### config.mk
export PLATFORM = sky130hd
export DESIGN_NAME = mi4_front
export DESIGN_NICKNAME = d
export VERILOG_FILES = /design/src/rtl/mi4_pkg.sv /design/src/rtl/mi4_front.sv
export SDC_FILE = /design/constraint.sdc
export NUM_CORES = 1
export LEC_CHECK = 0
export ABC_AREA = 0
export BUFFER_PORTS_ARGS = -buffer_cell sky130_fd_sc_hd__clkbuf_2
export CAP_MARGIN = 20
export CORE_UTILIZATION = 50
export CTS_CLUSTER_SIZE = 16
export DETAILED_ROUTE_END_ITERATION = 8
export PLACE_DENSITY = 0.84
export SYNTH_ARGS = -nofsm -noshare
export SYNTH_HDL_FRONTEND = slang
export SYNTH_SLANG_ARGS = --single-unit
### constraint.sdc
create_clock -name clk -period 6.85 [get_ports clk]
set_input_delay 0.3425 -clock clk [delete_from_list [all_inputs] [get_ports clk]]
set_output_delay 0.3425 -clock clk [all_outputs]
set_load 0.03 [all_outputs]
### src/rtl/mi4_pkg.sv
package mi4_pkg;

    localparam int FRACTION_BITS = 16;
    localparam int ELEMENT_WIDTH = 32;

    localparam int MAG_W = 64;
    localparam int ACC_W = 132;
    localparam int NUM_W = 98;
    localparam int REM_W = 65;
    localparam int CNT_W = $clog2(NUM_W);
    localparam int DET_SH = 2 * FRACTION_BITS;

    localparam logic [NUM_W-1:0] MAXPOS = NUM_W'((64'd1 << (ELEMENT_WIDTH - 1)) - 64'd1);
    localparam bit ID_CLIP = (FRACTION_BITS >= ELEMENT_WIDTH - 1);
    localparam logic [31:0] ID_ONE = ID_CLIP ? 32'(MAXPOS) : 32'(64'd1 << FRACTION_BITS);

    typedef logic [15:0][ELEMENT_WIDTH-1:0] matrix_t;

    typedef struct packed {
        logic [1:0]         outer_index;
        logic [1:0]         inner_index;
        logic signed [31:0] element_value;
        logic               start_req;
    } in_item_t;

    typedef struct packed {
        logic [1:0]         out_outer_index;
        logic [1:0]         out_inner_index;
        logic signed [31:0] result_value;
        logic               singular;
        logic               saturated;
        logic               last;
    } out_item_t;

    typedef enum logic [1:0] {
        PH_MINOR,
        PH_DET,
        PH_COF
    } phase_t;

    typedef enum logic [3:0] {
        ENG_IDLE,
        ENG_FETCH_A,
        ENG_FETCH_B,
        ENG_FETCH_C,
        ENG_MUL,
        ENG_DRAIN,
        ENG_MINOR_WR,
        ENG_DET_MAG,
        ENG_DET_RND,
        ENG_DET_CHK,
        ENG_ID_BUILD,
        ENG_NUM,
        ENG_DIV,
        ENG_Q_RND,
        ENG_Q_SAT,
        ENG_EMIT
    } eng_state_t;

    typedef struct packed {
        logic       a_min;
        logic [3:0] a_idx;
        logic       b_min;
        logic [3:0] b_idx;
        logic       neg;
    } term_t;

    localparam logic [1:0] COL_P [6] = '{2'd0, 2'd0, 2'd0, 2'd1, 2'd1, 2'd2};
    localparam logic [1:0] COL_Q [6] = '{2'd1, 2'd2, 2'd3, 2'd2, 2'd3, 2'd3};
    localparam logic [5:0] DET_NEG = 6'b010010;

    localparam logic [3:0] COF_E [48] = '{
        4'd5, 4'd6, 4'd7,     4'd1, 4'd2, 4'd3,     4'd13, 4'd14, 4'd15,  4'd9, 4'd10, 4'd11,
        4'd4, 4'd6, 4'd7,     4'd0, 4'd2, 4'd3,     4'd12, 4'd14, 4'd15,  4'd8, 4'd10, 4'd11,
        4'd4, 4'd5, 4'd7,     4'd0, 4'd1, 4'd3,     4'd12, 4'd13, 4'd15,  4'd8, 4'd9, 4'd11,
        4'd4, 4'd5, 4'd6,     4'd0, 4'd1, 4'd2,     4'd12, 4'd13, 4'd14,  4'd8, 4'd9, 4'd10
    };
    localparam logic [3:0] COF_M [48] = '{
        4'd11, 4'd10, 4'd9,   4'd11, 4'd10, 4'd9,   4'd5, 4'd4, 4'd3,     4'd5, 4'd4, 4'd3,
        4'd11, 4'd8, 4'd7,    4'd11, 4'd8, 4'd7,    4'd5, 4'd2, 4'd1,     4'd5, 4'd2, 4'd1,
        4'd10, 4'd8, 4'd6,    4'd10, 4'd8, 4'd6,    4'd4, 4'd2, 4'd0,     4'd4, 4'd2, 4'd0,
        4'd9, 4'd7, 4'd6,     4'd9, 4'd7, 4'd6,     4'd3, 4'd1, 4'd0,     4'd3, 4'd1, 4'd0
    };

    function automatic logic [2:0] n_terms(input phase_t ph);
        logic [2:0] n;
        unique case (ph)
            PH_MINOR: n = 3'd2;
            PH_DET:   n = 3'd6;
            PH_COF:   n = 3'd3;
            default:  n = 3'd1;
        endcase
        return n;
    endfunction

    function automatic term_t term_desc(input phase_t ph, input logic [3:0] g,
                                        input logic [2:0] t);
        term_t      d;
        logic [1:0] r;
        logic [1:0] r1;
        logic [2:0] c;
        logic [5:0] ix;
        d  = '0;
        r  = (g < 4'd6) ? 2'd0 : 2'd2;
        r1 = 2'(r + 2'd1);
        c  = (g < 4'd6) ? g[2:0] : 3'(g - 4'd6);
        ix = 6'(6'(g) * 6'd3 + 6'(t));
        unique case (ph)
            PH_MINOR:
            begin
                if (!t[0])
                begin
                    d.a_idx = {r, COL_P[c]};
                    d.b_idx = {r1, COL_Q[c]};
                    d.neg   = 1'b0;
                end
                else
                begin
                    d.a_idx = {r1, COL_P[c]};
                    d.b_idx = {r, COL_Q[c]};
                    d.neg   = 1'b1;
                end
            end
            PH_DET:
            begin
                d.a_min = 1'b1;
                d.b_min = 1'b1;
                d.a_idx = {1'b0, t};
                d.b_idx = 4'(4'd11 - {1'b0, t});
                d.neg   = DET_NEG[t];
            end
            PH_COF:
            begin
                d.a_idx = COF_E[ix];
                d.b_min = 1'b1;
                d.b_idx = COF_M[ix];
                d.neg   = (g[2] ^ g[0]) ^ (t == 3'd1);
            end
            default: d = '0;
        endcase
        return d;
    endfunction

endpackage

### src/rtl/mi4_front.sv
module mi4_front (
    input  logic               clk,
    input  logic               rst_n,
    input  logic               push,
    output logic               full,
    input  mi4_pkg::in_item_t  item,
    output logic               job_valid,
    output mi4_pkg::matrix_t   job_mat,
    input  logic               job_take
);
    import mi4_pkg::*;

    matrix_t    matrix_reg;
    matrix_t    matrix_next;
    matrix_t    job_mat_reg;
    logic       job_valid_reg;
    logic       accept;
    logic [3:0] idx;

    assign full      = job_valid_reg;
    assign job_valid = job_valid_reg;
    assign job_mat   = job_mat_reg;
    assign accept    = push && !job_valid_reg;
    assign idx       = {item.outer_index, item.inner_index};

    always_comb
    begin
        matrix_next = matrix_reg;
        if (accept)
            matrix_next[idx] = item.element_value[ELEMENT_WIDTH-1:0];
    end

    always_ff @(posedge clk or negedge rst_n)
    begin
        if (!rst_n)
        begin
            matrix_reg    <= '0;
            job_valid_reg <= 1'b0;
        end
        else
        begin
            matrix_reg <= matrix_next;
            if (accept && item.start_req)
                job_valid_reg <= 1'b1;
            else if (job_take)
                job_valid_reg <= 1'b0;
        end
    end

    always_ff @(posedge clk)
    begin
        if (accept && item.start_req)
            job_mat_reg <= matrix_next;
    end

endmodule

* Word-level counts from Yosys, hierarchy flattened
Index checks and enable logic that the tools add are counted.
** Operators by class
- $lt $le $gt $ge :: 2
- Muxes and demuxes :: 6
- Reductions and logical operators :: 5
- Bitwise gates (word level) :: 0
- $add $sub $neg :: 0
- Equal/unequal tests :: 0
- Multiply operators :: 0
- Shifts and indexed selects :: 0
- Div/mod/pow operators :: 0
** Operators by type and width (number)
- 512-bit bitwise mux :: 1
- 512-bit 2-to-1 mux :: 1
- 32-bit demux with 4-bit select :: 1
- 32-bit 2-to-1 mux :: 1
- 4-bit by 5-bit < comparator with 1-bit output (second input constant) :: 1
- 4-bit by 1-bit greater-or-equal comparator with 1-bit output (second input constant) :: 1
- 1-bit logical AND :: 3
- 1-bit 2-to-1 mux :: 2
- 2-bit nonzero test :: 1
- 1-bit zero test :: 1
** Word-level totals
- Register bits :: 1025
- ROM bits :: 0
- RAM bits :: 0
- Word-level logic and storage cells :: 46
- Memories kept :: 0
- Input bits :: 41
- Bits in latches :: 0
- Output and inout bits :: 514

* Depth between registers and ports, before layout
Gate-level depths: netlist of run 1.
- Depth in word-level cells :: 6
- Gate-level depth with buffers :: 5

* Worst setup path after synthesis of run 1
Ideal clock, no wire load.
- Path type :: register -> register
- Start point :: register job_valid_reg, in the netlist full
- End point :: register job_mat_reg (netlist bit job_mat[0]), enable pin
- Setup slack :: -451 ps
- Arrival time :: 6643 ps
- Period minus slack after synthesis :: 7301 ps
- Required time :: 6192 ps
- Stages on the path, launching flop included :: 2
- Path through :: dfrtp_1 > and3b_2
** On the way
- Word-level cells in the longest chain between the ends :: 3
** RTL lines
- start: declaration :: line mi4_front.sv:16 : logic job_valid_reg;
- start signal: assignment :: line mi4_front.sv:38 : job_valid_reg <= 1'b0;
- start signal: assignment :: line mi4_front.sv:44 : job_valid_reg <= 1'b1;
- start signal: assignment :: line mi4_front.sv:46 : job_valid_reg <= 1'b0;
- 1-bit zero test :: line mi4_front.sv:23 : assign accept = push && !job_valid_reg;
- 1-bit logical AND :: line mi4_front.sv:23
- 1-bit logical AND :: line mi4_front.sv:52 : if (accept && item.start_req)
- end signal: assignment :: line mi4_front.sv:53 : job_mat_reg <= matrix_next;
- end: declaration :: line mi4_front.sv:15 : matrix_t job_mat_reg;
Every way passes these cells.
A chain may end at the register's enable or synchronous reset.

* Worst setup path after layout of run 1
- Start point :: register job_valid_reg, in the netlist full
- End point :: register job_mat_reg (netlist bit job_mat[447]), enable pin
Same word-level chain as after synthesis.

==> qor.yml, run 1 <==
place:
  gp_congestion: 0.799
  io_buffers: 554
  dpl.hpwl_um: 50800
timing:
  fmax_ghz: 0.360
  hold_viol: 0
  finalCritPeriodShare_pct: 40.6
  tns_ps: 0
  fin_skew_ps: 32.8
  max_slew_margin_pct: 22.3
  tightest_slew_ps: 1170
  rsz0062_at_grt: "false"
  finalMaxSlewViolations: 0
  finalCriticalPeriod_ps: 2780
  setup_violations: 0
layout:
  nets: 2281
  area_delta_synth_final_pct: 20.4
  num_antenna_cells: 0
  drive_above_1_share_pct: 53.4
hold_path:
  hold_class: "in -> reg"
status:
  status: "completed"
detailed_routing:
  wl_um: 82100
  vias_per_cell: 5.35
  drcViolationCount: 0
  drtIter0Drc: 1504
  firstDrtPassIters: 7
  final_antenna_net_count: 0
  via_count: 17400
  wl_per_cell_um: 25.2
floorplan:
  num_rows: 96
  initial_core_util_pct: 50.5
  die_area_mm2: 0.0705
  die_w_um: 266
  core_mm2: 0.0687
  die_h_um: 266
  io_pins: 555
synth:
  yosysWarningCount: 0
  syn_area_mm2: 0.0347
  synthCells: 1651
  ys_ff_latch: 1025
  syn-num-nets: 1692
  yosysUniqueCellTypes: 20
  synth.yosys.seq_area_share_pct: 81.3
  syn_area_per_cell_um2: 21.0
global_route:
  grt_pass1_wl_um: 121000
  antenna_found_initial: 2
  grt_max_degree: 183
  grt_pass1_vias: 18800
  grtUsageTotal_pct: 23.3
  grt-ovfl-total: 0
power:
  power_density_mw_per_mm2: 368
  p_leak_nw: 17.7
  ir_drop_v: 0.000293
  total_power_mw: 15.4
clocking:
  htreeDepth: 3
  cts-root-buf: "clkbuf_16"
  clk_pin_slew_ps: 60
  ctsLongestPathBuffers: 3
  cts_sinks: 1025
  numCtsBuffers: 96
  cts_tree: "built"
  clk-insertion-delay-late_ps: 650
worst_setup_path:
  cp-end-kind: "flip-flop"
  worstSetupStartpointType: "flip-flop"
  cp.arrival_ps: 3010
  cp.required_ps: 7080
  worst-path-max-fanout: 172
  critPathKind: "reg -> reg"
job:
  max_cap_violations: 0
[stage by stage]
| step | setup slack, ps | utilization [%] | hold slack (ps) | area (um2) | instances |
|---|---|---|---|---|---|
| final | 4070 | 60.8 | 307 | 41800 | 3254 |
| after global routing | 3980 | 60.8 | 298 | 41800 | 3254 |
| after CTS | 4090 | 60.7 | 260 | 41700 | 3251 |
| after detailed placement | 4170 | 56.0 | 477 | 38400 | 3068 |
| after global placement | 4140 | 55.9 | 460 | 38400 | 3066 |
| after floorplan | 1530 | - | 46.9 | 34700 | 1651 |
[metal layers]
| layer | global-route usage [%] | part of all wire, % | up-vias | wire length (um) |
|---|---|---|---|---|
| met5 | 0 | 0 | - | 0 |
| met3 | 5.31 | 6.8 | 181 | 5610 |
| met2 | 38.6 | 50 | 777 | 41200 |
| met1 | 28.8 | 39 | 9204 | 31600 |
| met4 | 11.6 | 4.5 | 0 | 3680 |
| li1 | - | - | 7248 | - |
[critical path, stage by stage (launching register included)]
cell and delay (ps):
dfrtp_1 470, and3b_4 920, buf_12 590
[cell type report]
type / instances / area, um2
flip-flops and latches: 1025 / 28200
inverters: 1 / 3.75
well taps: 931 / 1160
clock inverters: 38 / 469
fillers: 4697 / 26900
repair buffers: 578 / 3080
clock buffers: 143 / 2790
multi-input cells: 538 / 6070
[kinds of logic (layout without fill, tap and decap cells)]
family | after synthesis | after routing | share of synthesized area, %
DFF | 1025 | 1025 | 81.3
buffers and inverters | 88 | 760 | 1.47
and+or+nand+nor | 25 | 25 | 0.469
AOI/OAI and AO/OA | 1 | 1 | 0.0252
muxes | 512 | 512 | 16.8
[cell usage after synthesis]
master / number / area [um2]
a21o_2: 1 / 8.76
and3b_2: 1 / 10.0
and4bb_2: 2 / 25.0
buf_2: 27 / 135
buf_4: 10 / 75.1
buf_6: 14 / 158
clkbuf_1: 33 / 124
clkbuf_2: 3 / 15.0
dfrtp_1: 513 / 12800
edfxtp_1: 512 / 15400
inv_1: 1 / 3.75
mux2_1: 13 / 146
mux2_2: 484 / 5450
mux2_4: 15 / 225
nand2_1: 10 / 37.5
nand2b_1: 1 / 6.26
nand4b_1: 1 / 8.76
nor2_1: 2 / 7.51
nor2b_1: 7 / 43.8
nor4b_4: 1 / 23.8
[path summary, 6_finish.rpt]
| check | from | cells after the start | end | slack, ps |
|---|---|---|---|---|
| worst max-delay path | full | 2 | job_mat[447] | 4070 |
| worst min-delay path | item[27] | 2 | matrix_reg[26] | 310 |
| worst max register to register | full | 2 | job_mat[447] | 4070 |
| worst min register to register | matrix_reg[117] | 1 | matrix_reg[117] | 490 |
| max in group asynchronous | rst_n | 3 | matrix_reg[421] | 4710 |
| min in group asynchronous | rst_n | 2 | full | 400 |
[power breakdown]
| group | leakage [nW] | switching, mW | internal [mW] |
|---|---|---|---|
| logic | 4.95 | 1.22 | 0.744 |
| clock network | 1.58 | 2.26 | 3.11 |
| registers | 11.2 | 0.306 | 7.74 |
[layout by cell type, fill, tap and decap left out]
cell type      Yosys  routed
clkinv_1           0      10
bufinv_16          0       7
and3b_4            0       1
clkbuf_8           0      19
clkbuf_2           3     553
clkinv_16          0       3
clkbuf_16          0      97
nand4b_1           1       1
inv_1              1       1
buf_8              0       1
and4bb_2           2       2
dfrtp_1          513     513
mux2_2           484     484
a21o_2             1       1
nor2_1             2       1
nor2b_4            0       5
mux2_4            15      15
buf_12             0       9
nand2_2            0       9
nor4b_4            1       1
inv_16             0       1
clkbuf_1          33      27
inv_6              0       4
dlygate4sd3_1      0       2
nor2b_1            7       2
clkinv_4           0       1
nand2b_2           0       1
buf_4             10      13
nand2_1           10       1
clkinv_2           0       9
mux2_1            13      13
clkinvlp_4         0       3
edfxtp_1         512     512
nor2_4             0       1
[timing repair]
| action | 4_1_cts | 5_1_grt |
|---|---|---|
| hold buffers | 2 | 0 |
| setup buffers | 0 | 0 |
| endpoints found under the hold margin | 115 | 0 |
| endpoints found under the setup margin | 0 | 0 |
| resized for setup | 0 | 0 |
No activity file was read; power rests on OpenSTA's default activity.
==> inputs of run 2 (changes only) <==
==> constraint.sdc (replaced) <==
create_clock -name clk -period 2.5 [get_ports clk]
set_input_delay 0.125 -clock clk [delete_from_list [all_inputs] [get_ports clk]]
set_output_delay 0.125 -clock clk [all_outputs]
set_load 0.03 [all_outputs]
==> run 2 against run 1 <==
Against the previous run:
- sequential cell count unchanged
- critical path type unchanged
- final cell count increased by 1.6%
- highest routed layer is now met5
- first-iteration DRC count is 7.6% lower
- largest power group unchanged
- clock power increased to 2.6 times the previous value
- setup slack worse by 3700 ps
- routed wire length grew 2.6%
- global-route usage rose by 0.68 points
- largest cell class unchanged
- total power increased to 2.7 times the previous value
- combinational power rose to 2.8 times the previous value
- design area is 0.82% higher
- register-to-register slack got worse by 3700 ps
==> qor.yml, run 2 (same netlist as run 1, synthesis figures left out) <==
status:
  status: "completed"
layout:
  n_fill_cell: 4667  # -0.64%
  nets: 2332  # +2.2%
  final_cell_mix: "clkbuf_2 (553), edfxtp_1 (512), dfrtp_1 (512), mux2_2 (484), clkbuf_16 (97)"
  drive_above_1_share_pct: 54.2  # +0.77 points
  final_common_cell: "clkbuf_2"
  final_cell_area_mm2: 0.0421  # +0.82%
  area_delta_synth_final_pct: 21.4
place:
  gp_congestion: 0.811  # +1.5%
  dpl.hpwl_um: 54200  # +6.8%
  io_buffers: 554  # unchanged
  placed_cell_area_mm2: 0.0390  # +1.6%
  dp_slack_ps: 351  # -3820 ps
floorplan:
  initial_core_util_pct: 50.5  # unchanged
  num_rows: 96  # unchanged
  die_area_mm2: 0.0705  # unchanged
  die_w_um: 266  # unchanged
  die_h_um: 266  # unchanged
  core_mm2: 0.0687  # unchanged
  io_pins: 555  # unchanged
worst_setup_path:
  cp.required_ps: 2880  # -4200 ps
  rr_worst_depth: 4  # +2
  cp-end-kind: "flip-flop"
  worstSetupStartpointType: "flip-flop"
  critPathKind: "reg -> reg"
  worst-path-max-fanout: 32  # -81%
  cp.arrival_ps: 2560  # -450 ps
detailed_routing:
  wl_per_cell_um: 25.5  # +1.0%
  via_count: 17700  # +1.8%
  drcViolationCount: 0  # unchanged
  drtIter0Drc: 1390  # -7.6%
  final_antenna_net_count: 0  # unchanged
  firstDrtPassIters: 5  # -2
  wl_um: 84300  # +2.6%
  vias_per_cell: 5.36  # +0.27%
clocking:
  clk_pin_slew_ps: 60  # about the same
  clk-insertion-delay-late_ps: 660  # about the same
  cts-resized-gates: 0  # unchanged
  cts-root-buf: "clkbuf_16"
  numCtsBuffers: 95  # -1.0%
  ctsLongestPathBuffers: 3  # unchanged
  htreeDepth: 3  # unchanged
  cts_sinks: 1025  # unchanged
  cts_setup_buffers: 0  # unchanged
  cts_tree: "built"
global_route:
  grtUsageTotal_pct: 23.9  # +0.68 points
  grt_pass1_vias: 19000  # +1.3%
  antenna_found_initial: 8  # +6
  grt-ovfl-total: 0  # unchanged
  grt_pass1_wl_um: 123000  # +2.1%
  grt_max_degree: 87  # -52%
hold_path:
  hold_class: "in -> async"
timing:
  finalCritPeriodShare_pct: 87.0  # +46 points
  finalCriticalPeriod_ps: 2170  # -604 ps
  fmax_ghz: 0.460  # +28%
  fin_ws_ps: 325  # -3750 ps
  tns_ps: 0  # unchanged
  max_slew_margin_pct: 52.8  # +30 points
  timing.hold.ws_ps: 12.7  # -294 ps
  tightest_slew_ps: 709  # -457 ps
  hold_viol: 0  # unchanged
  rsz0062_at_grt: "false"
  finalMaxSlewViolations: 0  # unchanged
  setup_violations: 0  # unchanged
  fin_skew_ps: 34.8  # +1.97 ps
power:
  ir_drop_v: 0.000707  # +140%
  p_leak_nw: 17.9  # +1.1%
  power_density_mw_per_mm2: 984  # +170%
job:
  max_cap_violations: 0  # unchanged
==> run 2: changes by cell type in the layout (fill, tap and decap cells not counted), sizes merged <==
cell,change
buf,+52
bufinv,-6
clkbuf,+2
clkinv,+6
clkinvlp,-1
diode,+1
inv,-3
==> run 2: path summary, 6_finish.rpt <==
kind	from	to	slack, ps
min	rst_n	matrix_reg[20]	10
min reg2reg	matrix_reg[126]	matrix_reg[126]	490
min in group clk	item[14]	matrix_reg[237]	70
max	full	job_mat[127]	330
max reg2reg	full	job_mat[127]	330
max in group asynchronous	rst_n	matrix_reg[476]	1420
==> run 2: critical path: stages (launching register included) <==
cell and delay (ps):
dfrtp_2 460, nand4b_1 460, nand2b_2 360, buf_12 190, mux2_1 380
==> run 2: final cells by class <==
cell class                      instances  area, um2  area share, %
Multi-Input combinational cell        538       6070           14.4
Inverter                                1       3.75        0.00891
Sequential cell                      1025      28200           67.0
Antenna cell                            1       2.50        0.00594
Clock inverter                         34        319          0.757
Clock buffer                          145       2740           6.50
Timing Repair Buffer                  630       3620           8.60
Tap cell                              931       1160           2.77
==> run 2: power by group <==
group	switching (mW)	total (mW)	internal (mW)
Combinational	3.35	5.47	2.11
Sequential	0.852	22.1	21.2
Clock	6.18	13.9	7.75
==> run 2: routing by layer <==
| layer | track usage [%] | routed length [um] |
|---|---|---|
| met5 | 0 | 32 |
| met4 | 10.6 | 3270 |
| met3 | 5.64 | 5840 |
| met2 | 40.0 | 42700 |
| met1 | 29.9 | 32400 |
==> run 2: timing repair <==
action / CTS / global route
hold buffers: 2 / 0
hold endpoints to repair: 255 / 0
endpoints found under the setup margin: 0 / 0
==> run 2: stage by stage <==
step	cells	power, mW	utilization (%)
after global routing	3305	42.9	61.3
after CTS	3304	41.8	61.3
after detailed placement	3123	27.8	56.8
final	3305	41.5	61.3
after floorplan	1651	26.0	-
after global placement	3123	27.2	56.8
==> inputs of run 3 (changes only) <==
==> config.mk (replaced) <==
export PLATFORM = sky130hd
export DESIGN_NAME = mi4_front
export DESIGN_NICKNAME = d
export VERILOG_FILES = /design/src/rtl/mi4_pkg.sv /design/src/rtl/mi4_front.sv
export SDC_FILE = /design/constraint.sdc
export NUM_CORES = 1
export LEC_CHECK = 0
export ABC_AREA = 0
export CORE_UTILIZATION = 56
export CTS_CLUSTER_SIZE = 16
export DETAILED_ROUTE_END_ITERATION = 8
export DONT_BUFFER_PORTS = 1
export PLACE_DENSITY = 0.83
export SYNTH_ARGS = -nofsm -noshare
export SYNTH_HDL_FRONTEND = slang
export SYNTH_SLANG_ARGS = --single-unit
==> run 3 against run 2 <==
Against the previous run:
- register-to-register slack better by 50 ps
- design area shrank 5.8%
- final cell count fell by 21%
- sequential share of layout area increased by 4.2 points
- combinational power fell by 36%
- largest cell class unchanged
- clock power rose by 9%
- total power is 2.4% higher
- die area shrank 11%
- clock skew increased by 5.8 ps
- the run now ends with hold timing, slew limit left
- worst hold slack worse by 840 ps
==> qor.yml, run 3 (same netlist as run 1, synthesis figures left out) <==
detailed_routing:
  via_count: 15800  # -11%
  wl_um: 82300  # -2.3%
  wl_per_cell_um: 31.5  # +23%
  firstDrtPassIters: 5  # unchanged
  vias_per_cell: 6.04  # +13%
  drtIter0Drc: 1353  # -2.7%
  drcViolationCount: 0  # unchanged
  final_antenna_net_count: 0  # unchanged
power:
  p_comb_share_pct: 8.2  # -5.0 points
  swShare_pct: 24.7  # -0.31 points
  p_sw_mw: 10.5  # +1.1%
  p_leak_nw: 15.8  # -12%
  ir_drop_v: 0.000811  # +15%
  p_seq_share_pct: 55.9  # +2.7 points
  cellInternalPower_mw: 32.0  # +2.8%
  power_density_mw_per_mm2: 1070  # +8.7%
  clockPowerShare_pct: 35.9  # +2.3 points
place:
  placed_cell_area_mm2: 0.0359  # -8.1%
  dpl.hpwl_um: 48100  # -11%
  io_buffers: 0  # -100%
  gp_congestion: 0.812  # +0.15%
layout:
  nets: 1786  # -23%
  drive_above_1_share_pct: 39.1  # -15 points
  area_delta_synth_final_pct: 14.3
  final_cell_mix: "edfxtp_1 (512), dfrtp_1 (512), mux2_2 (484), clkbuf_16 (100), dlygate4sd3_1 (39)"
  n_fill_cell: 3667  # -21%
  final_cell_area_mm2: 0.0397  # -5.8%
clocking:
  numCtsBuffers: 96  # +1.1%
  htreeDepth: 3  # unchanged
  cts-root-buf: "clkbuf_16"
  clk-insertion-delay-late_ps: 650  # about the same
  cts_hold_buf: 39  # +37
  cts_tree: "built"
  clk_pin_slew_ps: 70  # about the same
  cts-resized-gates: 0  # unchanged
  ctsLongestPathBuffers: 3  # unchanged
  cts_sinks: 1025  # unchanged
worst_setup_path:
  worstSetupStartpointType: "flip-flop"
  max_stage_delay_ps: 450  # about the same
  worstPathCellList: "nand4b_1 > nand2b_2 > buf_12 > mux2_1"
  cp.required_ps: 2880  # about the same
  critPathKind: "reg -> reg"
  cp-end-kind: "flip-flop"
  path_buf_inv: 1  # unchanged
  crit_family: "simple AND/OR/NAND/NOR gates"
  cp.arrival_ps: 2500  # -60 ps
  crit_slowest_cell: "dfrtp_2"
  worst-path-max-fanout: 32  # unchanged
floorplan:
  io_pins: 555  # unchanged
  num_rows: 90  # -6.3%
  die_area_mm2: 0.0630  # -11%
  core_mm2: 0.0608  # -11%
  initial_core_util_pct: 57.1  # +6.6 points
  die_h_um: 251  # -5.5%
  die_w_um: 251  # -5.5%
global_route:
  antenna_found_initial: 9  # +1
  grt_max_degree: 514  # +490%
  grt_pass1_wl_um: 120000  # -3.1%
  grt-ovfl-total: 0  # unchanged
  grtUsageTotal_pct: 26.3  # +2.4 points
  grt_pass1_vias: 16900  # -11%
timing:
  tightest_slew_ps: 2070  # +1370 ps
  finalMaxSlewViolations: 206  # +206
  finalCriticalPeriod_ps: 2120  # -50.7 ps
  timing.hold.ws_ps: -832  # -845 ps
  rsz0062_at_grt: "false"
  finalCritPeriodShare_pct: 85.0  # -2.0 points
  fmax_ghz: 0.471  # +2.4%
  fin_skew_ps: 40.5  # +5.76 ps
  max_slew_margin_pct: -38.3  # -91 points
  setup_violations: 0  # unchanged
  hold_viol: 513  # +513
status:
  status: "finished, violations left"
  violations: "hold timing, slew limit"
job:
  max_cap_violations: 0  # unchanged
hold_path:
  hold_class: "in -> async"
==> run 3: cell count changes in the layout (fill, tap and decap cells not counted), sizes merged <==
cell         delta
clkinv          -4
diode           +6
buf            -31
clkbuf        -555
bufinv          +9
dlygate4sd3    +37
==> run 3: through the flow <==
step           cells  total power [mW]  util (%)  setup WS [ps]  TNS [ps]
2_1_floorplan   1651              26.0         -          -2740  -1403780
3_3_place_gp    2390              26.6      59.0            477         0
3_5_place_dp    2390              27.1      59.0            433         0
4_1_cts         2611              42.6      65.2            411         0
5_1_grt         2617              43.7      65.2            321         0
6_report        2618              42.5      65.2            376         0
==> run 3: what timing repair did <==
item | CTS | global route
endpoints found under the hold margin | 1540 | 513
endpoints found under the setup margin | 0 | 0
setup buffers | 0 | 0
==> run 3: worst paths after layout <==
check	from	to	slack, ps	cells past startpoint
worst max-delay path	full	job_mat[127]	380	4
worst min register to register	matrix_reg[125]	matrix_reg[125]	490	1
worst max register to register	full	job_mat[127]	380	4
min in group clk	item[35]	matrix_reg[85]	60	4
worst min-delay path	rst_n	matrix_reg[302]	-830	0
max in group asynchronous	rst_n	matrix_reg[238]	1650	0
==> run 3: layer usage <==
metal | GRT usage, % | up-vias | share of wire, %
li1 | - | 6274 | -
met1 | 31.5 | 8535 | 37
met2 | 43.4 | 812 | 50
met3 | 8.76 | 201 | 8.7
met4 | 11.9 | 2 | 4.2
met5 | 0 | - | 0.015
==> run 3: power by group through the flow <==
stage	clock [mW]	combinational, mW	sequential (mW)
6_report	15.2	3.48	23.7
5_1_grt	16.1	3.71	23.9
4_1_cts	15.4	3.44	23.7
3_5_place_dp	0	3.13	24.0
3_3_place_gp	0	2.77	23.8
2_1_floorplan	0	2.48	23.5
==> run 3: layout make-up <==
cell class,instances,area [um2],share of cell area [%]
antenna,7,17.5,0.0442
clock buffer,143,2820,7.12
clock inverter,39,557,1.40
inverter,1,3.75,0.00946
multi-input combinational,538,6070,15.3
sequential,1025,28200,71.1
tap,782,978,2.47
timing repair buffer,83,1010,2.54
