$ cat config.mk
export PLATFORM = sky130hd
export DESIGN_NAME = mi4_outq
export DESIGN_NICKNAME = d
export VERILOG_FILES = /design/src/rtl/mi4_pkg.sv /design/src/rtl/mi4_outq.sv
export SDC_FILE = /design/constraint.sdc
export NUM_CORES = 1
export LEC_CHECK = 0
export BUFFER_PORTS_ARGS = -buffer_cell sky130_fd_sc_hd__buf_2
export CORE_UTILIZATION = 55
export CTS_CLUSTER_SIZE = 40
export DETAILED_ROUTE_END_ITERATION = 10
export PLACE_DENSITY = 0.87
export SLEW_MARGIN = 20
export SYNTH_ARGS = -nofsm -noshare
export SYNTH_HDL_FRONTEND = slang
export SYNTH_SLANG_ARGS = --single-unit
$ cat constraint.sdc
create_clock -name clk -period 4.4 [get_ports clk]
set_clock_uncertainty 0.05 [all_clocks]
set_input_delay 0.22 -clock clk [delete_from_list [all_inputs] [get_ports clk]]
set_output_delay 0.22 -clock clk [all_outputs]
set_load 0.01 [all_outputs]
$ cat src/rtl/mi4_pkg.sv
package mi4_pkg;

    localparam int FRACTION_BITS = 16;
    localparam int ELEMENT_WIDTH = 32;

    localparam int MAG_W = 64;
    localparam int ACC_W = 132;
    localparam int NUM_W = 98;
    localparam int REM_W = 65;
    localparam int CNT_W = $clog2(NUM_W);
    localparam int DET_SH = 2 * FRACTION_BITS;

    localparam logic [NUM_W-1:0] MAXPOS = NUM_W'((64'd1 << (ELEMENT_WIDTH - 1)) - 64'd1);
    localparam bit ID_CLIP = (FRACTION_BITS >= ELEMENT_WIDTH - 1);
    localparam logic [31:0] ID_ONE = ID_CLIP ? 32'(MAXPOS) : 32'(64'd1 << FRACTION_BITS);

    typedef logic [15:0][ELEMENT_WIDTH-1:0] matrix_t;

    typedef struct packed {
        logic [1:0]         outer_index;
        logic [1:0]         inner_index;
        logic signed [31:0] element_value;
        logic               start_req;
    } in_item_t;

    typedef struct packed {
        logic [1:0]         out_outer_index;
        logic [1:0]         out_inner_index;
        logic signed [31:0] result_value;
        logic               singular;
        logic               saturated;
        logic               last;
    } out_item_t;

    typedef enum logic [1:0] {
        PH_MINOR,
        PH_DET,
        PH_COF
    } phase_t;

    typedef enum logic [3:0] {
        ENG_IDLE,
        ENG_FETCH_A,
        ENG_FETCH_B,
        ENG_FETCH_C,
        ENG_MUL,
        ENG_DRAIN,
        ENG_MINOR_WR,
        ENG_DET_MAG,
        ENG_DET_RND,
        ENG_DET_CHK,
        ENG_ID_BUILD,
        ENG_NUM,
        ENG_DIV,
        ENG_Q_RND,
        ENG_Q_SAT,
        ENG_EMIT
    } eng_state_t;

    typedef struct packed {
        logic       a_min;
        logic [3:0] a_idx;
        logic       b_min;
        logic [3:0] b_idx;
        logic       neg;
    } term_t;

    localparam logic [1:0] COL_P [6] = '{2'd0, 2'd0, 2'd0, 2'd1, 2'd1, 2'd2};
    localparam logic [1:0] COL_Q [6] = '{2'd1, 2'd2, 2'd3, 2'd2, 2'd3, 2'd3};
    localparam logic [5:0] DET_NEG = 6'b010010;

    localparam logic [3:0] COF_E [48] = '{
        4'd5, 4'd6, 4'd7,     4'd1, 4'd2, 4'd3,     4'd13, 4'd14, 4'd15,  4'd9, 4'd10, 4'd11,
        4'd4, 4'd6, 4'd7,     4'd0, 4'd2, 4'd3,     4'd12, 4'd14, 4'd15,  4'd8, 4'd10, 4'd11,
        4'd4, 4'd5, 4'd7,     4'd0, 4'd1, 4'd3,     4'd12, 4'd13, 4'd15,  4'd8, 4'd9, 4'd11,
        4'd4, 4'd5, 4'd6,     4'd0, 4'd1, 4'd2,     4'd12, 4'd13, 4'd14,  4'd8, 4'd9, 4'd10
    };
    localparam logic [3:0] COF_M [48] = '{
        4'd11, 4'd10, 4'd9,   4'd11, 4'd10, 4'd9,   4'd5, 4'd4, 4'd3,     4'd5, 4'd4, 4'd3,
        4'd11, 4'd8, 4'd7,    4'd11, 4'd8, 4'd7,    4'd5, 4'd2, 4'd1,     4'd5, 4'd2, 4'd1,
        4'd10, 4'd8, 4'd6,    4'd10, 4'd8, 4'd6,    4'd4, 4'd2, 4'd0,     4'd4, 4'd2, 4'd0,
        4'd9, 4'd7, 4'd6,     4'd9, 4'd7, 4'd6,     4'd3, 4'd1, 4'd0,     4'd3, 4'd1, 4'd0
    };

    function automatic logic [2:0] n_terms(input phase_t ph);
        logic [2:0] n;
        unique case (ph)
            PH_MINOR: n = 3'd2;
            PH_DET:   n = 3'd6;
            PH_COF:   n = 3'd3;
            default:  n = 3'd1;
        endcase
        return n;
    endfunction

    function automatic term_t term_desc(input phase_t ph, input logic [3:0] g,
                                        input logic [2:0] t);
        term_t      d;
        logic [1:0] r;
        logic [1:0] r1;
        logic [2:0] c;
        logic [5:0] ix;
        d  = '0;
        r  = (g < 4'd6) ? 2'd0 : 2'd2;
        r1 = 2'(r + 2'd1);
        c  = (g < 4'd6) ? g[2:0] : 3'(g - 4'd6);
        ix = 6'(6'(g) * 6'd3 + 6'(t));
        unique case (ph)
            PH_MINOR:
            begin
                if (!t[0])
                begin
                    d.a_idx = {r, COL_P[c]};
                    d.b_idx = {r1, COL_Q[c]};
                    d.neg   = 1'b0;
                end
                else
                begin
                    d.a_idx = {r1, COL_P[c]};
                    d.b_idx = {r, COL_Q[c]};
                    d.neg   = 1'b1;
                end
            end
            PH_DET:
            begin
                d.a_min = 1'b1;
                d.b_min = 1'b1;
                d.a_idx = {1'b0, t};
                d.b_idx = 4'(4'd11 - {1'b0, t});
                d.neg   = DET_NEG[t];
            end
            PH_COF:
            begin
                d.a_idx = COF_E[ix];
                d.b_min = 1'b1;
                d.b_idx = COF_M[ix];
                d.neg   = (g[2] ^ g[0]) ^ (t == 3'd1);
            end
            default: d = '0;
        endcase
        return d;
    endfunction

endpackage

$ cat src/rtl/mi4_outq.sv
module mi4_outq (
    input  logic               clk,
    input  logic               rst_n,
    input  logic               wr,
    input  mi4_pkg::out_item_t wr_item,
    output logic               wr_full,
    input  logic               rd,
    output mi4_pkg::out_item_t rd_item,
    output logic               rd_empty
);
    import mi4_pkg::*;

    out_item_t  mem [2];
    logic       wp_reg, rp_reg;
    logic [1:0] cnt_reg;
    logic       do_wr, do_rd;

    assign wr_full  = (cnt_reg == 2'd2);
    assign rd_empty = (cnt_reg == 2'd0);
    assign rd_item  = mem[rp_reg];
    assign do_wr    = wr && !wr_full;
    assign do_rd    = rd && !rd_empty;

    always_ff @(posedge clk or negedge rst_n)
    begin
        if (!rst_n)
        begin
            wp_reg  <= 1'b0;
            rp_reg  <= 1'b0;
            cnt_reg <= '0;
        end
        else
        begin
            if (do_wr)
                wp_reg <= !wp_reg;
            if (do_rd)
                rp_reg <= !rp_reg;
            cnt_reg <= 2'(cnt_reg + {1'b0, do_wr} - {1'b0, do_rd});
        end
    end

    always_ff @(posedge clk)
    begin
        if (do_wr)
            mem[wp_reg] <= wr_item;
    end

endmodule

# ---- Yosys cells after proc, flatten, opt, wreduce, memory -nomap -nowiden
# Memories as Yosys holds them, arrays and structs flattened.
# Index checks and enable logic that the tools add are counted.
dict set report op_classes {
  n_reduce_logical 7
  add_sub_neg 2
  n_eq_ne 1
  muxes 2
}
# op n
set op_table {}
lappend op_table {{zero test 1 bit} 4}
lappend op_table {{adder 2 x 1 -> 2 bit} 1}
lappend op_table {{equality test 2 bit, second input constant} 1}
lappend op_table {{logical AND 1 bit} 2}
lappend op_table {{zero test 2 bit} 1}
lappend op_table {{two-way mux 1 bit} 2}
lappend op_table {{subtractor 2 x 1 -> 2 bit} 1}
dict set report word_totals {
  mem_count 1
  out_inout_bits 41
  reg_bits 4
  input_bits 43
  elab_cells 16
  ramBits 78
}
# memory depth word_bits read_ports rd_clocked_by_memory_dff write_ports line_no
set mem_list {}
lappend mem_list {mem 2 39 1 0 1 mi4_outq.sv:13} ;# out_item_t mem [2];

# ---- Depth between registers and ports, before layout
# Gate-level depths: netlist of the first run.
dict set report logic_depth {
  word_depth 5
  ltp_mapped 7
  depth_no_buf 7
}

# ---- Worst setup path after synthesis of the first run
# OpenSTA, ideal clock, no wires.
dict set report synth_timing {
  kind {reg2reg}
  start {register cnt_reg[1]}
  end {memory mem[0][0] (netlist name) (enable)}
  arrival_ns 2.239
  required_ns 3.915
  stages_incl_launch_ff 4
  path_slack_ns 1.675
  n_path_buf 0
  cell_sequence {dfrtp_1 -> nand2b_1 -> nand2_1 -> nor2_1}
}
dict set report synth_between {
  elab_chain_len 5
}
# element line_no
set synth_lines {}
lappend synth_lines {{start: declaration} mi4_outq.sv:15} ;# logic [1:0] cnt_reg;
lappend synth_lines {{start signal: assignment} mi4_outq.sv:38} ;# cnt_reg <= 2'(cnt_reg + {1'b0, do_wr} - {1'b0, do_rd});
lappend synth_lines {{equality test 2 bit} mi4_outq.sv:18} ;# assign wr_full = (cnt_reg == 2'd2);
lappend synth_lines {{zero test 1 bit} mi4_outq.sv:21} ;# assign do_wr = wr && !wr_full;
lappend synth_lines {{logical AND 1 bit} mi4_outq.sv:21}
lappend synth_lines {{two-way mux 1 bit} mi4_outq.sv:44} ;# if (do_wr)
lappend synth_lines {{two-way mux 1 bit (implied by the code)} mi4_outq.sv:45} ;# mem[wp_reg] <= wr_item;
lappend synth_lines {{end: declaration} mi4_outq.sv:13}
# Every way passes these cells.

==> results of run 1 <==
-- layer usage --
metal / part of all wire (%) / wire [um] / up-vias
met4: 1.1 / 53 / 0
met2: 48 / 2329 / 61
met5: 0 / 0 / -
li1: - / - / 746
met3: 6.8 / 331 / 6
met1: 44 / 2134 / 765
-- where the power goes --
part	switching [mW]	internal, mW
Sequential	0.0827	1.07
Combinational	0.360	0.356
Clock	0.238	0.258
-- synth_stat cells (2+ instances only) --
master    number  area [um2]
buf_6          4       45.04
dfrtp_1        4       100.1
edfxtp_1      78        2342
ha_1           2       25.02
inv_1          2       7.510
mux2_2        39       439.2
nor2_1         2       7.510
xnor2_1        3       26.28
-- worst max path at each step --
stage	startpoint	endpoint	slack, ps	depth (start not counted)
2_1_floorplan	cnt_reg[1]	mem[0][0]	1680	3
3_3_place_gp	rp_reg	rd_item[36]	2300	3
3_5_place_dp	rp_reg	rd_item[22]	2310	3
4_1_cts	rp_reg	rd_item[36]	1920	3
5_1_grt	rp_reg	rd_item[22]	1830	3
6_report	rp_reg	rd_item[32]	1970	3
-- logic make-up after synthesis --
logic type / after synthesis / synth area share (%)
XOR/XNOR: 4 / 1.158
buffers and inverters: 6 / 1.736
multiplexers: 39 / 14.51
AND/OR/NAND/NOR: 6 / 1.075
flip-flops: 82 / 80.69
adder cells (fa/ha/maj): 2 / 0.8267
-- per-stage QoR --
stage | power, mW | instances | hold WS (ps) | cell area, um2 | setup WS, ps
after floorplan | 1.637 | 139 | -125.6 | 3027 | 1675
after global placement | 1.855 | 289 | -12.50 | 3501 | 2300
after detailed placement | 1.869 | 289 | -12.10 | 3501 | 2314
after CTS | 2.368 | 308 | 0.07339 | 3709 | 1921
after global routing | 2.488 | 317 | 0.5996 | 3816 | 1830
final | 2.365 | 317 | 16.59 | 3816 | 1967
-- cell type report --
type	instances	area, um2
flip-flops and latches	82	2442
fillers	330	1389
repair buffers	96	560.5
multi-input cells	51	540.5
clock buffers	12	135.1
well taps	70	87.58
clock inverters	4	42.54
inverters	2	7.507
==> metrics.md, run 1 <==
| Metric | Value |
|---|---|
| CP max FO | `21` |
| Post-synth ARST share | `under 10%` |
| Yosys warns | `0` |
| DPL Wire Length | `~3.1 mm` |
| R2r setup slk | `around 2600 ps` |
| Worst-Margin Slew | `917.2 ps` |
| Critical Path Start Type | `register` |
| Most frequent cells in the layout | `buf_2, edfxtp_1, mux2_2` |
| Die ar. | `between 5000 and 6000 um2` |
| Pwr Density | `between 600 and 700 nW/um2` |
| Post-CTS sizing | `0` |
| CTS tree | `built` |
| Fmax achieved | `slightly above 0.4 GHz` |
| Max stage delay on crit path | `just under 900 ps` |
| Syn Std Cell Area | `between 3000 and 4000 um2` |
| Post-Syn Nets | `between 150 and 200` |
| Hold_buf cts | `3` |
| Pleak | `approximately 1.5 nW` |
| RSZ-0062 raised after global routing | `no` |
| # IOs | `84` |
| Slowest-stage cell, CP | `dfrtp_1` |
| Min cycle time layout | `roughly 2400 ps` |
| Clock transition at the registers of the reported paths | `about 70 ps` |
| Max Transition Viols Final | `0` |
| Largest net degree at the start of global routing | `40` |
| WHS Endpoint | `mem[0][13]` |
| Run status | `finished clean` |
| Commonest register cell after synthesis | `edfxtp_1` |
| Vias per inst | `roughly 5.0` |
| Final Hold Vio Count | `0` |
| Port buffer count | `83` |
| Critical path type | `reg2out` |
| TritonRoute pass-1 iters | `4` |
| Met3 usage | `6.467%` |
| Htree depth | `3` |
| Reg2Reg Depth | `2` |
| CORE AREA | `5205 um2` |
| Postcts setup bufs | `0` |
| Area Overhead vs Synth | `26.09%` |
| Tcrit/Tclk final | `about 55%` |
| Hold Path Stages | `1` |
| FP Rows | `26` |
| Sinks on Clock Net | `82` |
| CTS Root Cell | `clkbuf_8` |
| Crit path capture type | `primary output` |
| Die W | `around 76 um` |
| Register bit total from synthesis | `82` |
| Layout cell share with drive strength beyond 1 | `between 50% and 60%` |
| Worst path cell trace | `buf_4 > mux2_2 > buf_2` |
| RD Place Congestion | `just under 0.7` |
| DRC Markers | `0` |
| Avg Cell Area, Syn | `21.77 um2` |
| Die height | `between 70 and 80 um` |
| Initial Utilization | `slightly below 60%` |
| Antenna viol nets, final | `0` |
| Crit path DAT | `between 2000 and 2500 ps` |
| Met2 Use GR | `27.00%` |
| CP required | `slightly above 4000 ps` |
| Fin Setup TNS | `0 ps` |
| Clk buf depth | `2` |
| Max reg flops | `between 70 and 80` |
| Synthesized instance count | `~140` |
| Met1 GRT Util | `23.24%` |
| Antenna violations before repair | `0` |
| Commonest non-fill, non-tap cell in the layout | `buf_2` |
| Worst Hold Class | `in2reg` |
| Ant. Diodes | `0` |
| Num CTS Buffers | `9` |
| Overflow after GRT | `0` |
| DRT Wirelength | `~4.8 mm` |
| Crit path buf inv count | `2` |
| Netlist cell types | `13` |
| Reg-to-Reg Start | `cnt_reg[1]` |
| Min-delay src | `wr_item[13]` |
| Nets | `approximately 290` |
| Post-synth EDFFs | `78` |
| Gr busiest metal | `met2` |
| Peak supply drop | `between 0.0004 and 0.0005 V` |
| Max Cap Violations | `0` |
| Reg2reg end | `mem[1][25]` |
| Global-route wire length before repair | `between 7 and 8 mm` |
| Slew margin rel. | `around two fifths` |
| Vias | `between 1500 and 2000` |
| Overall Global Routing Usage | `17.74%` |
| Vias in the first global route | `~1600` |
| Fin util | `between 70% and 80%` |
| Setup violation total in the final timing report | `0` |
| Clk_lat worst skew | `330 ps` |
| Sequential cell area fraction in the yosys report | `80.69%` |
| Crit path max-delay family | `flip-flops` |
| WL per Instance | `between 15 and 20 um` |
| Initial drt markers | `114` |
(Power assumes the default switching activity.)
==> run 2, diff against run 1 <==
--- a/config.mk
+++ b/config.mk
@@ -5,11 +5,12 @@
 export SDC_FILE = /design/constraint.sdc
 export NUM_CORES = 1
 export LEC_CHECK = 0
+export ABC_AREA = 1
 export BUFFER_PORTS_ARGS = -buffer_cell sky130_fd_sc_hd__buf_2
-export CORE_UTILIZATION = 55
+export CORE_UTILIZATION = 52
 export CTS_CLUSTER_SIZE = 40
 export DETAILED_ROUTE_END_ITERATION = 10
-export PLACE_DENSITY = 0.87
+export PLACE_DENSITY = 0.83
 export SLEW_MARGIN = 20
 export SYNTH_ARGS = -nofsm -noshare
 export SYNTH_HDL_FRONTEND = slang
==> constraint.sdc (replaced) <==
create_clock -name clk -period 2.5 [get_ports clk]
set_clock_uncertainty 0.05 [all_clocks]
set_input_delay 0.125 -clock clk [delete_from_list [all_inputs] [get_ports clk]]
set_output_delay 0.125 -clock clk [all_outputs]
set_load 0.01 [all_outputs]
==> metrics.md, run 2 <==
| Metric | Value |
|---|---|
| Netlist cell types | `12` |
| Sequential cell area fraction in the yosys report | `approximately 78%` |
| Overflow after GRT | `0` |
| DPL Wire Length | `3.492 mm` |
| Critical path depth in cells | `4` |
| Fin Setup TNS | `0 ps` |
| Die W | `~80 um` |
| Area leader, netlist | `edfxtp_1` |
| Yosys warns | `0` |
| Crit path capture type | `primary output` |
| WL per Instance | `about 13 um` |
| Syn Std Cell Area | `roughly 3100 um2` |
| Hold Path Stages | `3` |
| Clock transition at the registers of the reported paths | `approximately 70 ps` |
| Post-Syn Nets | `~280` |
| Fmax achieved | `approximately 0.55 GHz` |
| Reg2Reg Depth | `5` |
| Critical Path Start Type | `register` |
| Commonest non-fill, non-tap cell in the layout | `nand2_1` |
| Gr busiest metal | `met2` |
| Pleak | `1.852 nW` |
| Max stage delay on crit path | `700 ps` |
| Cell total after placement | `roughly 390` |
| Most frequent CP cell | `nand2_1` |
| CP required | `approximately 2300 ps` |
| Slowest-stage cell, CP | `dfrtp_1` |
| Met1 GRT Util | `20.86%` |
| Post-synth EDFFs | `a little under 80` |
| Die ar. | `approximately 6300 um2` |
| Initial Utilization | `55.42%` |
| RSZ-0062 raised after global routing | `no` |
| Commonest register cell after synthesis | `edfxtp_1` |
| Run status | `finished clean` |
| TritonRoute pass-1 iters | `4` |
| # IOs | `84` |
| Max Transition Viols Final | `0` |
| Vias | `2091` |
| Filler Cell Count | `367` |
| Vias in the first global route | `approximately 2100` |
| Clk_lat worst skew | `around 330 ps` |
| Antenna violations before repair | `0` |
| Area Overhead vs Synth | `33.01%` |
| Crit path DAT | `1630 ps` |
| Htree depth | `3` |
| CORE AREA | `5642 um2` |
| FP Rows | `27` |
| Initial drt markers | `between 100 and 150` |
| Peak supply drop | `between 0.0005 and 0.0006 V` |
| DRC Markers | `0` |
| Crit path buf inv count | `2` |
| Max reg flops | `78` |
| Max Cap Violations | `0` |
| Met3 usage | `~4.3%` |
| Worst-Margin Slew | `562.3 ps` |
| Synth top cells by count | `nand2_1, edfxtp_1, inv_1, buf_6, dfrtp_1` |
| Layout cell share with drive strength beyond 1 | `between 20% and 30%` |
| DRT Wirelength | `between 5 and 6 mm` |
| Pwr Density | `1020 nW/um2` |
| Post-route insts no fill | `445` |
| Largest net degree at the start of global routing | `41` |
| Final Hold Vio Count | `0` |
| Nets | `between 400 and 500` |
| Most common cell in the netlist | `nand2_1` |
| CTS Root Cell | `clkbuf_8` |
| Num CTS Buffers | `9` |
| Overall Global Routing Usage | `20.17%` |
| Clk buf depth | `2` |
| Met2 Use GR | `37.09%` |
| Most frequent cells in the layout | `nand2_1, buf_2, edfxtp_1` |
| Die height | `approximately 80 um` |
| Global-route wire length before repair | `slightly above 9 mm` |
| Worst Hold Class | `in2reg` |
| Antenna viol nets, final | `0` |
| Synth top area share | `roughly 75%` |
| Synthesized instance count | `around 240` |
| Vias per inst | `4.699` |
| RD Place Congestion | `0.7969` |
| CP max FO | `16` |
| Postcts setup bufs | `0` |
| Register bit total from synthesis | `82` |
| Port buffer count | `83` |
| Critical path type | `reg2out` |
| Slew margin rel. | `62.42%` |
| Synth area leaders | `edfxtp_1, nand2_1, dfrtp_1, buf_6, inv_1` |
| Crit path max-delay family | `flip-flops` |
| Min cycle time layout | `approximately 1800 ps` |
| Setup violation total in the final timing report | `0` |
| Post-synth ARST share | `under 10%` |
| CTS tree | `built` |
| Tcrit/Tclk final | `between 70 and 80%` |
| Worst path cell trace | `buf_4 > nand2_1 > nand2_1 > buf_2` |
| Sinks on Clock Net | `approximately 80` |
| Avg Cell Area, Syn | `between 10 and 15 um2` |
==> run 2: cell count changes in the layout (fill, tap and decap cells not counted), sizes merged, moves of 2 or more <==
cell | previous run | this run
nand2 | 1 | 130
mux2 | 39 | 0
dlygate4sd3 | 11 | 41
inv | 2 | 10
clkinv | 3 | 6
nand3 | 0 | 3
xnor2 | 3 | 0
buf | 85 | 87
clkbuf | 12 | 10
==> run 2: through the flow <==
stage / power, mW / utilization [%] / worst slack (ps) / hold slack [ps] / area [um2]
finish: 4.244 / 73.72 / 693.8 / 53.32 / 4159
global route: 4.513 / 73.67 / 523.1 / 45.31 / 4156
CTS: 4.275 / 73.67 / 675.4 / 36.27 / 4156
detailed placement: 3.477 / 63.74 / 706.1 / -113.6 / 3596
global placement: 3.421 / 63.74 / 777.0 / -117.9 / 3596
floorplan: 2.981 / - / 457.6 / -220.6 / 3129
==> run 2: tightest hold or removal path, delay by kind of cell <==
| family | cells | cell delay [ps] |
|---|---|---|
| buffers and inverters | 1 | 90 |
| and+or+nand+nor | 2 | 180 |
==> run 2: report_power, final <==
group          switching, mW  total (mW)  internal [mW]
combinational          0.944        1.50          0.552
sequential             0.117        1.99           1.87
clock                  0.413       0.756          0.343
==> run 2: cells by family after synthesis <==
kind of cell | after synthesis | share of synthesized area (%)
buffers and inverters | 20 | 4.722
AND/OR/NAND/NOR | 134 | 16.37
adder cells (fa/ha/maj) | 2 | 0.8002
flip-flops | 82 | 78.11
==> run 2: final cells by class <==
| class | instances | area [um2] | share of cell area, % |
|---|---|---|---|
| tap | 72 | 90.09 | 2.166 |
| antenna | 1 | 2.502 | 0.06017 |
| inverter | 11 | 48.80 | 1.173 |
| multi-input combinational | 136 | 544.3 | 13.09 |
| clock inverter | 5 | 22.52 | 0.5415 |
| timing repair buffer | 128 | 880.8 | 21.18 |
| sequential | 82 | 2442 | 58.72 |
| clock buffer | 10 | 127.6 | 3.069 |
==> run 2: metal layers <==
layer | vias up | wire length [um] | share of wire, %
li1 | 1044 | - | -
met1 | 960 | 2316 | 39
met2 | 74 | 3229 | 55
met3 | 13 | 241 | 4.1
met4 | 0 | 104 | 1.8
met5 | - | 0 | 0
==> run 2: what timing repair did <==
action	4_1_cts	5_1_grt
hold buffers	41	0
endpoints found under the hold margin	83	0
gates resized for setup	0	0
==> run 2: path summary, 6_finish.rpt <==
check | start | end | slack, ps
max in group asynchronous | rst_n | rp_reg | 2200
worst max-delay path | rp_reg | rd_item[8] | 690
worst max register to register | cnt_reg[0] | mem[0][14] | 700
min in group asynchronous | rst_n | wp_reg | 80
worst min register to register | wp_reg | wp_reg | 460
worst min-delay path | wr | wp_reg | 50
==> run 3, diff against run 2 <==
--- a/config.mk
+++ b/config.mk
@@ -7,10 +7,10 @@
 export LEC_CHECK = 0
 export ABC_AREA = 1
 export BUFFER_PORTS_ARGS = -buffer_cell sky130_fd_sc_hd__buf_2
-export CORE_UTILIZATION = 52
+export CORE_UTILIZATION = 47
 export CTS_CLUSTER_SIZE = 40
 export DETAILED_ROUTE_END_ITERATION = 10
-export PLACE_DENSITY = 0.83
+export PLACE_DENSITY = 0.79
 export SLEW_MARGIN = 20
 export SYNTH_ARGS = -nofsm -noshare
 export SYNTH_HDL_FRONTEND = slang
==> constraint.sdc (replaced) <==
create_clock -name clk -period 1.49 [get_ports clk]
set_clock_uncertainty 0.05 [all_clocks]
set_input_delay 0.0745 -clock clk [delete_from_list [all_inputs] [get_ports clk]]
set_output_delay 0.0745 -clock clk [all_outputs]
set_load 0.01 [all_outputs]
==> metrics.md, run 3 (synthesis gave the netlist of run 2 again) <==
| Metric | Value |
|---|---|
| Run status | `finished clean` |
| Antenna viol nets, final | `0` |
| RD Place Congestion | `roughly 0.77` |
| Met3 usage | `3.462%` |
| Ant. Diodes | `0` |
| Critical path type | `reg2out` |
| Clock transition at the registers of the reported paths | `roughly 80 ps` |
| Fin Setup TNS | `0 ps` |
| Largest net degree at the start of global routing | `41` |
| Clk buf depth | `2` |
| Crit path capture type | `primary output` |
| Max reg flops | `~80` |
| Initial Utilization | `between 40 and 50%` |
| Final WS setup | `31.84 ps` |
| Final Hold Vio Count | `0` |
| Overall Global Routing Usage | `18.13%` |
| Most frequent cells in the layout | `nand2_1, buf_2, edfxtp_1` |
| Pre-CTS setup slack | `roughly 2.7 ps` |
| Vias per inst | `4.708` |
| Peak supply drop | `roughly 0.0013 V` |
| WL per Instance | `roughly 13 um` |
| Antenna violations before repair | `0` |
| Slew margin rel. | `approximately 90%` |
| Min cycle time layout | `approximately 1500 ps` |
| Pleak | `1.917 nW` |
| CP max FO | `24` |
| Worst path cell trace | `buf_8 > nand2_1 > nand2_1 > buf_2` |
| Area Overhead vs Synth | `39.50%` |
| Setup violation total in the final timing report | `0` |
| Cell total after placement | `about 400` |
| Nets | `roughly 420` |
| Most frequent CP cell | `nand2_1` |
| Overflow after GRT | `0` |
| Worst-Margin Slew | `183.0 ps` |
| Max Cap Violations | `0` |
| CTS Root Cell | `clkbuf_8` |
| Port buffer count | `83` |
| Die ar. | `roughly 7000 um2` |
| Met1 GRT Util | `just over 20%` |
| CTS tree | `built` |
| Die height | `~84 um` |
| Pwr Density | `1795 nW/um2` |
| Sinks on Clock Net | `a little over 80` |
| Max Transition Viols Final | `0` |
| Global-route wire length before repair | `approximately 9.5 mm` |
| Crit path DAT | `~1300 ps` |
| CORE AREA | `between 6000 and 7000 um2` |
| Worst Hold Class | `in2async` |
| CP required | `1370 ps` |
| Vias | `about 2100` |
| DRC Markers | `0` |
| Fin Hold WS | `~23 ps` |
| Initial drt markers | `100` |
| Htree depth | `3` |
| FP Rows | `29` |
| Tcrit/Tclk final | `97.86%` |
| Met2 Use GR | `about a third` |
| # IOs | `84` |
| Fmax achieved | `about 0.7 GHz` |
| TritonRoute pass-1 iters | `5` |
| Slowest-stage cell, CP | `dfrtp_2` |
| Critical Path Start Type | `register` |
| Commonest non-fill, non-tap cell in the layout | `nand2_1` |
| Finished layout cell area | `around 4400 um2` |
| Layout cell share with drive strength beyond 1 | `approximately a third` |
| Vias in the first global route | `approximately 2000` |
| DRT Wirelength | `between 6 and 7 mm` |
| Die W | `83.57 um` |
| Area after DPL | `3656 um2` |
| Gr busiest metal | `met2` |
| Num CTS Buffers | `9` |
| Max stage delay on crit path | `470 ps` |
| DPL Wire Length | `between 3 and 4 mm` |
| RSZ-0062 raised after global routing | `yes` |
| Post-route insts no fill | `roughly 460` |
| Clk_lat worst skew | `330 ps` |
## run 3: changes by cell type in the layout (fill, tap and decap cells not counted), moves of 3 or more
cell / previous run / this run
inv_1: 9 / 6
inv_2: 0 / 3
nand2_1: 130 / 126
nand2_4: 0 / 3
## run 3: area by class of cell
type	instances	area, um2
Inverter	11	57.56
Sequential cell	82	2444
Clock buffer	9	123.9
Tap cell	77	96.34
Clock inverter	7	93.84
Multi-Input combinational cell	136	589.3
Fill cell	469	2024
Timing Repair Buffer	133	957.2
## run 3: layer usage
layer	vias to the layer above	share of wire (%)
met5	-	0
met4	0	2.0
met3	12	4.4
met2	72	54
met1	999	40
li1	1059	-
## run 3: worst paths after layout
check,startpoint,end,slack [ps],depth (start not counted)
min reg2reg,wp_reg,wp_reg,440,2
max in group asynchronous,rst_n,rp_reg,1240,2
min,rst_n,rp_reg,20,2
max,rp_reg,rd_item[6],30,4
max reg2reg,cnt_reg[1],cnt_reg[1],50,10
min in group clk,wr_item[20],mem[1][20],400,2
## run 3: worst max-delay path: cells and delay by family (launching register included)
kind	cells	cell delay, ps
simple gates	2	170
flops	1	470
buf+inv	2	360
## run 3: metrics by stage
stage	util (%)	power, mW
after floorplan	-	5.033
after global placement	57.25	5.866
after detailed placement	57.25	5.947
after CTS	67.36	7.754
after global routing	68.30	8.288
final	68.30	7.830
## run 3: power by group
part           internal [mW]  total [mW]  switching [mW]
clock network          0.940        1.71           0.770
logic                   1.09        2.80            1.72
registers               3.14        3.32           0.173
## run 3: timing repair
item / CTS / global route
pin swaps: 0 / 4
buffers inserted: 0 / 2
setup endpoints to repair: 25 / 21
hold buffers: 42 / 0
gates resized for setup: 3 / 11
endpoints found under the hold margin: 84 / 0
